[src/design/prq_pkg.sv]
// types and constants shared by the priority ready queue modules
// no dependencies
package prq_pkg;

    typedef enum logic [2:0] {
        S_IDLE,
        S_DECODE,
        S_INS_LOOP,
        S_INS_PUT0,
        S_REM_HEAD,
        S_REM_LOOP,
        S_FIN
    } t_prq_state;

    typedef enum logic [1:0] {
        ST_OK    = 2'd0,
        ST_FULL  = 2'd1,
        ST_EMPTY = 2'd2
    } t_prq_status;

    typedef enum logic {
        CMD_INSERT = 1'b0,
        CMD_REMOVE = 1'b1
    } t_prq_op;

    typedef enum logic [1:0] {
        RD_LAST,
        RD_ZERO,
        RD_DEC,
        RD_INC
    } t_prq_rd_sel;

    typedef enum logic [1:0] {
        WA_ZERO,
        WA_INC,
        WA_DEC
    } t_prq_wa_sel;

    typedef enum logic {
        WD_NEW,
        WD_READ
    } t_prq_wd_sel;

    // commands from controller to datapath
    typedef struct packed {
        logic        capture;
        logic        rd_en;
        t_prq_rd_sel rd_sel;
        logic        wr_en;
        t_prq_wa_sel wa_sel;
        t_prq_wd_sel wd_sel;
        logic        set_status;
        t_prq_status status;
        logic        take_head;
        logic        cnt_inc;
        logic        cnt_dec;
        logic        out_load;
    } t_prq_cmd;

    // status from datapath to controller
    typedef struct packed {
        logic is_remove;
        logic full;
        logic empty;
        logic count_one;
        logic lower;
        logic idx_zero;
        logic idx_last;
        logic out_busy;
    } t_prq_stat;

    localparam int unsigned IdBits     = 4;
    localparam int unsigned OutPriBits = 8;
    localparam int unsigned CountBits  = 5;

endpackage

[src/design/prq_ram.sv]
// generic single write port, single read port ram with registered read
// no dependencies
module prq_ram #(
    parameter int unsigned WIDTH = 12,
    parameter int unsigned DEPTH = 16
) (
    input  logic                     i_clk,
    input  logic                     i_wr_en,
    input  logic [$clog2(DEPTH)-1:0] i_wr_addr,
    input  logic [WIDTH-1:0]         i_wr_data,
    input  logic                     i_rd_en,
    input  logic [$clog2(DEPTH)-1:0] i_rd_addr,
    output logic [WIDTH-1:0]         o_rd_data
);

    logic [WIDTH-1:0] r_mem [DEPTH];
    logic [WIDTH-1:0] r_rd_data;

    always_ff @(posedge i_clk) begin
        if (i_wr_en) begin
            r_mem[i_wr_addr] <= i_wr_data;
        end
        if (i_rd_en) begin
            r_rd_data <= r_mem[i_rd_addr];
        end
    end

    assign o_rd_data = r_rd_data;

endmodule

[src/design/prq_datapath.sv]
// datapath: sorted entry store, count, index, result and output registers
// depends on prq_pkg and prq_ram
module prq_datapath #(
    parameter int unsigned QUEUE_DEPTH   = 16,
    parameter int unsigned PRIORITY_BITS = 8
) (
    input  logic                 i_clk,
    input  logic                 i_rst_n,
    input  prq_pkg::t_prq_cmd    i_cmd_bus,
    output prq_pkg::t_prq_stat   o_stat,
    input  logic                 i_cmd,
    input  logic [3:0]           i_proc_id,
    input  logic [7:0]           i_priority_req,
    input  logic                 i_res_stall,
    output logic                 o_res_valid,
    output logic                 o_out_valid,
    output logic [3:0]           o_out_proc_id,
    output logic [7:0]           o_out_priority,
    output logic [1:0]           o_status,
    output logic [4:0]           o_entry_count
);

    localparam int unsigned AW = (QUEUE_DEPTH > 1) ? $clog2(QUEUE_DEPTH) : 1;
    localparam int unsigned CW = $clog2(QUEUE_DEPTH + 1);
    localparam int unsigned EW = prq_pkg::IdBits + PRIORITY_BITS;

    logic                          r_op;
    logic [prq_pkg::IdBits-1:0]    r_new_id;
    logic [PRIORITY_BITS-1:0]      r_new_pri;
    logic [CW-1:0]                 r_count;
    logic [AW-1:0]                 r_idx;
    logic [AW-1:0]                 n_idx;

    logic                          r_res_ok;
    logic [prq_pkg::IdBits-1:0]    r_res_id;
    logic [PRIORITY_BITS-1:0]      r_res_pri;
    prq_pkg::t_prq_status          r_res_status;

    logic                          r_o_valid;
    logic                          r_o_ok;
    logic [prq_pkg::IdBits-1:0]    r_o_id;
    logic [prq_pkg::OutPriBits-1:0] r_o_pri;
    prq_pkg::t_prq_status          r_o_status;
    logic [prq_pkg::CountBits-1:0] r_o_count;

    logic [AW-1:0]                 last_idx;
    logic [AW-1:0]                 wr_addr;
    logic [EW-1:0]                 wr_data;
    logic [EW-1:0]                 rd_data;
    logic [PRIORITY_BITS-1:0]      rd_pri;
    logic [prq_pkg::IdBits-1:0]    rd_id;

    assign last_idx = AW'(r_count - CW'(1));
    assign rd_pri   = rd_data[PRIORITY_BITS-1:0];
    assign rd_id    = rd_data[EW-1:PRIORITY_BITS];

    always_comb begin
        unique case (i_cmd_bus.rd_sel)
            prq_pkg::RD_LAST: n_idx = last_idx;
            prq_pkg::RD_ZERO: n_idx = '0;
            prq_pkg::RD_DEC:  n_idx = r_idx - AW'(1);
            prq_pkg::RD_INC:  n_idx = r_idx + AW'(1);
        endcase
    end

    always_comb begin
        unique case (i_cmd_bus.wa_sel)
            prq_pkg::WA_INC: wr_addr = r_idx + AW'(1);
            prq_pkg::WA_DEC: wr_addr = r_idx - AW'(1);
            default:         wr_addr = '0;
        endcase
        wr_data = (i_cmd_bus.wd_sel == prq_pkg::WD_READ) ? rd_data : {r_new_id, r_new_pri};
    end

    prq_ram #(
        .WIDTH (EW),
        .DEPTH (QUEUE_DEPTH)
    ) u_store (
        .i_clk     (i_clk),
        .i_wr_en   (i_cmd_bus.wr_en),
        .i_wr_addr (wr_addr),
        .i_wr_data (wr_data),
        .i_rd_en   (i_cmd_bus.rd_en),
        .i_rd_addr (n_idx),
        .o_rd_data (rd_data)
    );

    // index and captured item
    always_ff @(posedge i_clk) begin
        if (i_cmd_bus.rd_en) begin
            r_idx <= n_idx;
        end
        if (i_cmd_bus.capture) begin
            r_op      <= i_cmd;
            r_new_id  <= i_proc_id;
            r_new_pri <= PRIORITY_BITS'(i_priority_req);
        end
    end

    // result being built
    always_ff @(posedge i_clk) begin
        if (!i_rst_n) begin
            r_res_ok     <= 1'b0;
            r_res_status <= prq_pkg::ST_OK;
        end else if (i_cmd_bus.capture) begin
            r_res_ok     <= 1'b0;
            r_res_status <= prq_pkg::ST_OK;
        end else if (i_cmd_bus.take_head) begin
            r_res_ok     <= 1'b1;
        end else if (i_cmd_bus.set_status) begin
            r_res_status <= i_cmd_bus.status;
        end
    end

    always_ff @(posedge i_clk) begin
        if (i_cmd_bus.capture) begin
            r_res_id  <= '0;
            r_res_pri <= '0;
        end else if (i_cmd_bus.take_head) begin
            r_res_id  <= rd_id;
            r_res_pri <= rd_pri;
        end
    end

    always_ff @(posedge i_clk) begin
        if (!i_rst_n) begin
            r_count <= '0;
        end else if (i_cmd_bus.cnt_inc) begin
            r_count <= r_count + CW'(1);
        end else if (i_cmd_bus.cnt_dec) begin
            r_count <= r_count - CW'(1);
        end
    end

    // output register, parts the queue from the result consumer
    always_ff @(posedge i_clk) begin
        if (!i_rst_n) begin
            r_o_valid <= 1'b0;
        end else if (i_cmd_bus.out_load) begin
            r_o_valid <= 1'b1;
        end else if (!i_res_stall) begin
            r_o_valid <= 1'b0;
        end
    end

    always_ff @(posedge i_clk) begin
        if (i_cmd_bus.out_load) begin
            r_o_ok     <= r_res_ok;
            r_o_id     <= r_res_id;
            r_o_pri    <= prq_pkg::OutPriBits'(r_res_pri);
            r_o_status <= r_res_status;
            r_o_count  <= prq_pkg::CountBits'(r_count);
        end
    end

    assign o_stat.is_remove = (r_op == prq_pkg::CMD_REMOVE);
    assign o_stat.full      = (r_count == CW'(QUEUE_DEPTH));
    assign o_stat.empty     = (r_count == '0);
    assign o_stat.count_one = (r_count == CW'(1));
    assign o_stat.lower     = (rd_pri < r_new_pri);
    assign o_stat.idx_zero  = (r_idx == '0);
    assign o_stat.idx_last  = (r_idx == last_idx);
    assign o_stat.out_busy  = r_o_valid && i_res_stall;

    assign o_res_valid    = r_o_valid;
    assign o_out_valid    = r_o_ok;
    assign o_out_proc_id  = r_o_id;
    assign o_out_priority = r_o_pri;
    assign o_status       = r_o_status;
    assign o_entry_count  = r_o_count;

endmodule

[src/design/prq_ctrl.sv]
// controller: sequences one insert or remove pass over the entry store
// depends on prq_pkg
module prq_ctrl (
    input  logic               i_clk,
    input  logic               i_rst_n,
    input  logic               i_in_valid,
    output logic               o_in_stall,
    input  prq_pkg::t_prq_stat i_stat,
    output prq_pkg::t_prq_cmd  o_cmd_bus
);

    prq_pkg::t_prq_state r_state;
    prq_pkg::t_prq_state n_state;

    always_ff @(posedge i_clk) begin
        if (!i_rst_n) begin
            r_state <= prq_pkg::S_IDLE;
        end else begin
            r_state <= n_state;
        end
    end

    always_comb begin
        n_state             = r_state;
        o_cmd_bus           = '0;
        o_cmd_bus.rd_sel    = prq_pkg::RD_ZERO;
        o_cmd_bus.wa_sel    = prq_pkg::WA_ZERO;
        o_cmd_bus.wd_sel    = prq_pkg::WD_NEW;
        o_cmd_bus.status    = prq_pkg::ST_OK;
        o_in_stall          = 1'b1;
        unique case (r_state)
            prq_pkg::S_IDLE: begin
                o_in_stall = 1'b0;
                if (i_in_valid) begin
                    o_cmd_bus.capture = 1'b1;
                    n_state = prq_pkg::S_DECODE;
                end
            end
            prq_pkg::S_DECODE: begin
                if (!i_stat.is_remove) begin
                    if (i_stat.full) begin
                        o_cmd_bus.set_status = 1'b1;
                        o_cmd_bus.status     = prq_pkg::ST_FULL;
                        n_state = prq_pkg::S_FIN;
                    end else if (i_stat.empty) begin
                        o_cmd_bus.wr_en   = 1'b1;
                        o_cmd_bus.cnt_inc = 1'b1;
                        n_state = prq_pkg::S_FIN;
                    end else begin
                        // walk back from the tail
                        o_cmd_bus.rd_en  = 1'b1;
                        o_cmd_bus.rd_sel = prq_pkg::RD_LAST;
                        n_state = prq_pkg::S_INS_LOOP;
                    end
                end else begin
                    if (i_stat.empty) begin
                        o_cmd_bus.set_status = 1'b1;
                        o_cmd_bus.status     = prq_pkg::ST_EMPTY;
                        n_state = prq_pkg::S_FIN;
                    end else begin
                        o_cmd_bus.rd_en = 1'b1;
                        n_state = prq_pkg::S_REM_HEAD;
                    end
                end
            end
            prq_pkg::S_INS_LOOP: begin
                o_cmd_bus.wr_en  = 1'b1;
                o_cmd_bus.wa_sel = prq_pkg::WA_INC;
                if (i_stat.lower) begin
                    // lower priority entry moves one slot back
                    o_cmd_bus.wd_sel = prq_pkg::WD_READ;
                    if (i_stat.idx_zero) begin
                        n_state = prq_pkg::S_INS_PUT0;
                    end else begin
                        o_cmd_bus.rd_en  = 1'b1;
                        o_cmd_bus.rd_sel = prq_pkg::RD_DEC;
                    end
                end else begin
                    o_cmd_bus.cnt_inc = 1'b1;
                    n_state = prq_pkg::S_FIN;
                end
            end
            prq_pkg::S_INS_PUT0: begin
                o_cmd_bus.wr_en   = 1'b1;
                o_cmd_bus.cnt_inc = 1'b1;
                n_state = prq_pkg::S_FIN;
            end
            prq_pkg::S_REM_HEAD: begin
                o_cmd_bus.take_head = 1'b1;
                if (i_stat.count_one) begin
                    o_cmd_bus.cnt_dec = 1'b1;
                    n_state = prq_pkg::S_FIN;
                end else begin
                    o_cmd_bus.rd_en  = 1'b1;
                    o_cmd_bus.rd_sel = prq_pkg::RD_INC;
                    n_state = prq_pkg::S_REM_LOOP;
                end
            end
            prq_pkg::S_REM_LOOP: begin
                o_cmd_bus.wr_en  = 1'b1;
                o_cmd_bus.wa_sel = prq_pkg::WA_DEC;
                o_cmd_bus.wd_sel = prq_pkg::WD_READ;
                if (i_stat.idx_last) begin
                    o_cmd_bus.cnt_dec = 1'b1;
                    n_state = prq_pkg::S_FIN;
                end else begin
                    o_cmd_bus.rd_en  = 1'b1;
                    o_cmd_bus.rd_sel = prq_pkg::RD_INC;
                end
            end
            prq_pkg::S_FIN: begin
                if (!i_stat.out_busy) begin
                    o_cmd_bus.out_load = 1'b1;
                    n_state = prq_pkg::S_IDLE;
                end
            end
            default: begin
                n_state = prq_pkg::S_IDLE;
            end
        endcase
    end

endmodule

[src/design/priority_ready_queue_top.sv]
// priority ready queue: an insert moves each entry of lower priority one slot back (up to
// QUEUE_DEPTH - 1 entries) and writes the new entry; a remove takes the head and moves each
// later entry one slot forward; full or empty commands only set the status. one command at
// a time, one read and one write a cycle on the entry memory; a held result adds its stall.
// the output register lets the next command start while a result waits.
// synchronous active-low reset empties the queue; memory contents are not cleared.
module priority_ready_queue_top #(
    parameter int unsigned QUEUE_DEPTH   = 16,
    parameter int unsigned PRIORITY_BITS = 8
) (
    input  logic       i_clk,
    input  logic       i_rst_n,
    input  logic       i_in_valid,
    output logic       o_in_stall,
    input  logic       i_cmd,
    input  logic [3:0] i_proc_id,
    input  logic [7:0] i_priority_req,
    output logic       o_res_valid,
    input  logic       i_res_stall,
    output logic       o_out_valid,
    output logic [3:0] o_out_proc_id,
    output logic [7:0] o_out_priority,
    output logic [1:0] o_status,
    output logic [4:0] o_entry_count
);

    prq_pkg::t_prq_cmd  cmd_bus;
    prq_pkg::t_prq_stat stat;

    prq_ctrl u_ctrl (
        .i_clk      (i_clk),
        .i_rst_n    (i_rst_n),
        .i_in_valid (i_in_valid),
        .o_in_stall (o_in_stall),
        .i_stat     (stat),
        .o_cmd_bus  (cmd_bus)
    );

    prq_datapath #(
        .QUEUE_DEPTH   (QUEUE_DEPTH),
        .PRIORITY_BITS (PRIORITY_BITS)
    ) u_datapath (
        .i_clk          (i_clk),
        .i_rst_n        (i_rst_n),
        .i_cmd_bus      (cmd_bus),
        .o_stat         (stat),
        .i_cmd          (i_cmd),
        .i_proc_id      (i_proc_id),
        .i_priority_req (i_priority_req),
        .i_res_stall    (i_res_stall),
        .o_res_valid    (o_res_valid),
        .o_out_valid    (o_out_valid),
        .o_out_proc_id  (o_out_proc_id),
        .o_out_priority (o_out_priority),
        .o_status       (o_status),
        .o_entry_count  (o_entry_count)
    );

endmodule

[config.mk]
export PLATFORM = sky130hd
export DESIGN_NAME = priority_ready_queue_top
export DESIGN_NICKNAME = d
export VERILOG_FILES = /design/src/design/prq_pkg.sv /design/src/design/prq_ram.sv /design/src/design/prq_datapath.sv /design/src/design/prq_ctrl.sv /design/src/design/priority_ready_queue_top.sv
export SDC_FILE = /design/constraint.sdc
export NUM_CORES = 1
export LEC_CHECK = 0
export BUFFER_PORTS_ARGS = -buffer_cell sky130_fd_sc_hd__clkbuf_2
export CAP_MARGIN = 10
export CORE_ASPECT_RATIO = 0.6
export CORE_MARGIN = 2
export CORE_UTILIZATION = 55
export CTS_BUF_LIST = sky130_fd_sc_hd__clkbuf_4
export DETAILED_ROUTE_END_ITERATION = 16
export PLACE_DENSITY = 0.75
export SLEW_MARGIN = 20
export SYNTH_ARGS = -nofsm -noshare
export SYNTH_HDL_FRONTEND = slang
export SYNTH_SLANG_ARGS = --single-unit
[constraint.sdc]
create_clock -name i_clk -period 3.29 [get_ports i_clk]
set_input_delay 0.329 -clock i_clk [delete_from_list [all_inputs] [get_ports i_clk]]
set_output_delay 0.329 -clock i_clk [all_outputs]
set_load 0.01 [all_outputs]
; After elaboration in Yosys (flattened, before gate mapping)
; Memory sizes are Yosys's and may differ from the RTL's. A register that Yosys moved wholly into a read port is not among the register bits.
; Cells that the tools add are included.
[word_totals]
ramBits = 192
word_cells = 104
in_bits = 17
out_inout_bits = 22
rom_bits = 0
register_bits = 61
memories = 1
latchBits = 0
[op_classes]
mux = 51
n_div = 0
n_mul = 0
bitwise_logic = 2
add_sub_neg = 4
n_eq_ne = 19
n_shift = 0
n_lt_le_gt_ge = 1
reduce_logical = 10
[memory_table]
columns = name, words, width, rd, rd_clocked_by_memory_dff, wr, line
row1 = u_datapath.u_store.r_mem, 16, 12, 1, 1, 1, prq_ram.sv:16  ; logic [WIDTH-1:0] r_mem [DEPTH];
[ops]
columns = op, n
row1 = $mux W3, 18
row2 = $pmux W3 S7, 1
row3 = $mux W1, 19
row4 = $pmux W4 S4, 1
row5 = $mux W12, 1
row6 = $pmux W3 S4, 1
row7 = $mux W5, 2
row8 = $eq A3 B3 Y1 const B, 3
row9 = $lt A8 B8 Y1, 1
row10 = $pmux W4 S2, 1
row11 = $eq A2 B2 Y1 const B, 3
row12 = $eq A3 B2 Y1 const B, 2
row13 = $ne A2 B2 Y1 const B, 3
row14 = $pmux W3 S2, 1
row15 = $add A5 B1 Y5 const B, 1
row16 = $eq A5 B1 Y1 const B, 1
row17 = $eq A5 B5 Y1 const B, 1
row18 = $logic_not A5 Y1, 1
row19 = $sub A5 B1 Y5 const B, 1
row20 = $add A4 B1 Y4 const B, 1
row21 = $eq A2 B1 Y1 const B, 2
row22 = $eq A4 B4 Y1, 1
row23 = $logic_not A4 Y1, 1
row24 = $mux W2, 2
row25 = other kinds (16), 18

; Logic depth before layout (Yosys ltp)
[depth]
word_depth = 7
ltp_mapped = 14
depth_no_buf = 10

; Hierarchy
; Synthesis repeated with hierarchy kept, for this count alone.
[hier_totals]
cells_unflattened = 622
area_unflattened_um2 = 10880.4
[by_module_without_submodules]
columns = mod, cells_per_inst, seq_area_each_um2, area_each_um2, instances
row1 = prq_ram, 329, 6125.9, 7719.9, 1
row2 = prq_datapath, 229, 1531.5, 2727.6, 1
row3 = prq_ctrl, 64, 60.1, 432.9, 1

; Worst setup path before layout
; Ideal clock, no wire load.
[synth_timing]
path_kind = register to register
from = register u_datapath.r_count[0]
to = register u_datapath.u_store.r_rd_data[0], in the netlist u_datapath.u_store.o_rd_data[0] (read register of u_datapath.u_store.r_mem) (data pin)
n_path_buf = 1
stages_incl_launch_ff = 12
path_slack_ns = 0.240
arrival_ns = 2.782
required_ns = 3.022
period_less_slack_ns = 3.050
setup_ns = 0.268
cell_sequence = dfxtp_1 > inv_1 > ha_1 > xnor2_2 > xnor2_1 > o41a_1 > o31ai_4 > nand2b_1 > clkbuf_1 > mux2_2 > o211ai_1 > nand4_1
[synth_via]
elab_chain_len = 7
elab_cells_between_ends = 18
cone_classes = 1 x add/sub / 6 x eq/ne / 9 x mux / 2 x reduce/logical
[synth_rtl]
columns = element, line
row1 = "start, declared", prq_datapath.sv:30  ; logic [CW-1:0] r_count;
row2 = "start signal, assigned", prq_datapath.sv:129  ; r_count <= r_count + CW'(1);
row3 = "start signal, assigned", prq_datapath.sv:131  ; r_count <= r_count - CW'(1);
row4 = branches (longest 7 deep; another with $sub A5 B1 Y5), n/a
row5 = "end, declared", prq_ram.sv:17  ; logic [WIDTH-1:0] r_rd_data;
; Several ways; the timed one is not identified.
; A chain may end at the register's enable or synchronous reset.

; Worst setup path in the final report
[layout_timing]
from = register u_datapath.r_count[1]
to = register u_datapath.u_store.r_rd_data[1], in the netlist u_datapath.u_store.o_rd_data[1] (read register of u_datapath.u_store.r_mem) (data pin)
; Same word-level chain as after synthesis.

==> out/qor.tcl <==
set qor(result_of_the_run) {completed}
set qor(grt_first_pass_wirelength_microns) 45370
set qor(synth-edff-count) 241
set qor(gr-usage-all-layers_pct) 27.48
set qor(placed_area_sq_mm) 0.01269
set qor(grt_max_degree) 97
set qor(drt_first_pass_iters) 5
set qor(antenna_cells_inserted) 0
set qor(die-height_microns) 116.5
set qor(i_o_buffers) 38
set qor(synth_sequential_area_ratio_pct) 66.51
set qor(worst_clock_skew_ns) 0.04642
set qor(syn-cell-area_sq_mm) 0.01160
set qor(worstHoldPathType) {in2reg}
set qor(ys.warnings.count) 0
set qor(floorplan.core_area_sq_mm) 0.02083
set qor(async_set_reset_flop_share_out_of_synthesis_pct) 0
set qor(floorplan.initialDensity_pct) 55.71
set qor(fp-row-count) 41
set qor(num_io_pins) 39
set qor(timing_worst_setup_path_type) {reg2reg}
set qor(worst_supply_voltage_drop_on_vdd_v) 0.0008263
set qor(kind_of_capture_point_of_the_worst_setup_path) {flip-flop}
set qor(maxSlewHeadroom_pct) 59.67
set qor(max_cap_viol_count) 0
set qor(worst-slew-pin-transition_ns) 0.6050
set qor(clock_insertion_delay_worst_skew_ns) 0.70
set qor(power_density_mw_per_mm2) 1013
set qor(post_synth_inst_count) 839
set qor(setup-tns-final_ns) 0
set qor(viasPerCell) 6.157
set qor(drt-total-wl_microns) 30110
set qor(report.final.slew_viol_count) 0
set qor(whs_endpoint) {u_ctrl.r_state[2]$_SDFFE_PN0P_}
set qor(layout.nets) 1017
set qor(origin_of_the_worst_min_delay_path) {i_in_valid}
set qor(cts-root-to-sink-buffers) 3
set qor(finalHoldWorstSlack_ns) 0.1483
set qor(final_design_area_no_fill_sq_mm) 0.01374
set qor(crit_required_ns) 3.66
set qor(leakagePower_nw) 4.700
set qor(cts-buffers-inserted) 58
set qor(grt_setup_unrepaired) {yes}
set qor(post_route_cells_drive_above_1_share_pct) 30.87
set qor(synth_nets) 869
set qor(maxClockFrequency_mhz) 310.1
set qor(layout_worst_path_cycle_share_pct) 98.03
set qor(postRouteAntennaNets) 0
set qor(worst-path-max-fanout) 9
set qor(dieArea_sq_mm) 0.02231
set qor(htree_levels) 2
set qor(synth_seq_cells) 265
set qor(detailed_place_hpwl_microns) 19460
set qor(worst_setup_slack_for_register_to_register_paths_ns) 0.06
set qor(synth_cell_type_count) 61
set qor(drc) 0
set qor(final.fill_count) 1491
set qor(gp_congestion) 0.9082
set qor(cp-start-kind) {flip-flop}
set qor(period_minus_slack_ns) 3.225
set qor(clkTransAtPathRegs_ns) 0.08
set qor(worst-r2r-cell-count) 11
set qor(grt_overflow_total) 0
set qor(dr.first_iter.drc_count) 789
set qor(number_of_antenna_violations_at_the_first_check_in_global_routing) 0
set qor(timing.final.setup_violations) 0
set qor(wire_per_inst_microns) 23.01
set qor(area.growth.synth_to_final_pct) 18.45
set qor(route.vias.total) 8059
set qor(synthFlopType) {edfxtp_1}
set qor(regToRegStartpoint) {u_datapath.r_count[1]$_SDFFE_PN0P_}
set qor(cts.root.buffer_cell) {clkbuf_4}
set qor(cts_tree) {yes}
set qor(timing.critical_path.arrival_ns) 3.60
set qor(hold_depth) 4
set qor(horizontal_extent_of_the_die_microns) 191.5
set qor(rr_endpoint) {u_datapath.u_store.o_rd_data[1]$_DFFE_PP_}
set qor(syn_area_cell_sq_um) 13.83
set qor(report.final.hold_viol_count) 0
set qor(clock_sinks) 265
set qor(number_of_global_route_vias_before_repair) 7676
set qor(layout.core_utilization_pct) 65.99
==> worst max-delay path, stage by stage, from the launching register on <==
cell	delay, ns
dfxtp_1	0.34
inv_1	0.08
ha_1	0.30
xnor2_1	0.19
o41a_1	0.56
o31ai_4	0.35
nand2b_4	0.12
buf_6	0.16
buf_4	0.15
mux2_1	0.32
o211ai_1	0.17
nand4_1	0.19
==> where the power goes <==
| group | switching, W | total [W] | internal, W |
|---|---|---|---|
| Sequential | 0.000276 | 0.00490 | 0.00462 |
| Combinational | 0.00391 | 0.00655 | 0.00264 |
| Clock | 0.00126 | 0.00248 | 0.00122 |
| Total | 0.00545 | 0.0139 | 0.00848 |
==> cell usage in the layout (no fill, tap or decap), types with 5 or more instances in the layout <==
cell           netlist  layout
nand2b_1             7       6
nand2_1             52      52
nor2_1              33      30
and3_1               5       5
nand3b_1            48      48
nand4_1             14      14
xnor2_1              7       6
dfxtp_1             24      23
clkinv_1             0      13
ha_1                13      13
inv_1               15      15
nor3_1               8       7
buf_4                0      79
mux2_2              57      57
dlygate4sd3_1        0      15
o21ai_1             10       9
o21ai_0             52      52
o211ai_2             9       8
clkbuf_4             0      88
a21oi_1             30      29
clkbuf_2             0      38
o211ai_1            87      87
buf_12               0      12
edfxtp_1           241     241
==> layer usage <==
layer	part of all wire [%]	vias to the layer above	GRT usage, %
li1	-	3590	-
met1	45	3967	42.39
met2	43	468	38.41
met3	11	34	7.692
met4	1.2	0	6.769
met5	0	-	0.8547
==> worst max-delay path by stage <==
stage	slack, ns	to	cells after the start	start
after floorplan	0.24	u_datapath.u_store.o_rd_data[0]$_DFFE_PP_	11	u_datapath.r_count[0]$_SDFFE_PN0P_
after global placement	-0.03	u_datapath.u_store.o_rd_data[2]$_DFFE_PP_	12	u_datapath.r_count[0]$_SDFFE_PN0P_
after detailed placement	-0.16	u_datapath.u_store.o_rd_data[2]$_DFFE_PP_	12	u_datapath.r_count[0]$_SDFFE_PN0P_
after CTS	0.01	u_datapath.u_store.o_rd_data[2]$_DFFE_PP_	13	u_datapath.r_new_pri[2]$_DFFE_PP_
after global routing	-0.05	u_datapath.u_store.o_rd_data[1]$_DFFE_PP_	12	u_datapath.r_count[0]$_SDFFE_PN0P_
final	0.06	u_datapath.u_store.o_rd_data[1]$_DFFE_PP_	11	u_datapath.r_count[1]$_SDFFE_PN0P_
==> through the flow <==
step                power (W)  setup WS, ns  instances
floorplan            0.008557        0.2398        839
global placement      0.01093      -0.02949       1180
detailed placement    0.01108       -0.1611       1180
CTS                   0.01360       0.01194       1298
global route          0.01460      -0.05086       1309
finish                0.01392       0.06479       1309
==> state kept, by name (all words and copies together) (netlist names) <==
signal / cells
u_datapath.r_idx: 4
u_datapath.o_res_valid: 1
u_datapath.o_out_valid: 1
u_datapath.o_out_priority: 8
u_datapath.o_out_proc_id: 4
u_datapath.o_status: 2
u_datapath.r_res_id: 4
u_ctrl.r_state: 3
u_datapath.u_store.o_rd_data: 12
u_datapath.r_res_pri: 8
u_datapath.r_res_status: 2
u_datapath.r_new_id: 4
u_datapath.u_store.r_mem: 192
u_datapath.r_op: 1
u_datapath.o_entry_count: 5
u_datapath.r_new_pri: 8
u_datapath.r_res_ok: 1
u_datapath.r_count: 5
==> cells in the mapped netlist, types with 3 or more instances <==
master,count,area share [%]
mux2_2,57,5.5
o21a_1,5,0.32
nor2_1,33,1.1
nand2b_1,7,0.38
a21oi_1,30,1.3
o211ai_2,9,0.97
a31oi_1,3,0.16
edfxtp_1,241,62
o211ai_1,87,5.6
nand3b_1,48,3.1
and3_1,5,0.27
buf_6,5,0.49
mux2_1,3,0.29
o21ai_1,10,0.43
xnor2_1,7,0.53
ha_1,13,1.4
buf_2,13,0.56
nor3_1,8,0.35
nand4_1,14,0.75
o21ai_0,52,2.2
o22ai_1,3,0.16
nand2_1,52,1.7
xor2_1,4,0.30
inv_1,15,0.49
dfxtp_1,24,4.1
buf_1,3,0.097
nand3_1,3,0.13
clkbuf_1,39,1.3
==> layout make-up <==
cell class	instances	area, sq um	share of cell area, %
clock buffers	88	660.6	4.807
clock inverters	15	61.31	0.4461
inverters	15	56.30	0.4097
multi-input cells	499	3666	26.67
flip-flops and latches	265	7719	56.16
well taps	279	349.1	2.540
repair buffers	148	1232	8.967
==> what timing repair did <==
item                                    in CTS  in global routing
hold buffers                                15                  0
pin swaps                                    1                  9
hold endpoints to repair                    20                  0
buffers inserted                             0                 10
gates cloned                                 0                  1
gates resized for setup                      4                 13
endpoints found under the setup margin       8                 11
==> cells by family (layout without fill, tap and decap cells) <==
| logic type | after synthesis | in the layout | synth area share (%) |
|---|---|---|---|
| AOI/OAI and AO/OA | 224 | 224 | 13.27 |
| xor gates and xnor gates | 12 | 12 | 0.9705 |
| DFF | 265 | 265 | 66.51 |
| muxes | 62 | 62 | 5.995 |
| buffers and inverters | 75 | 266 | 2.890 |
| adders and majority gates | 13 | 13 | 1.402 |
| and+or+nand+nor | 188 | 188 | 8.960 |
No activity file was read; power rests on OpenSTA's default activity.
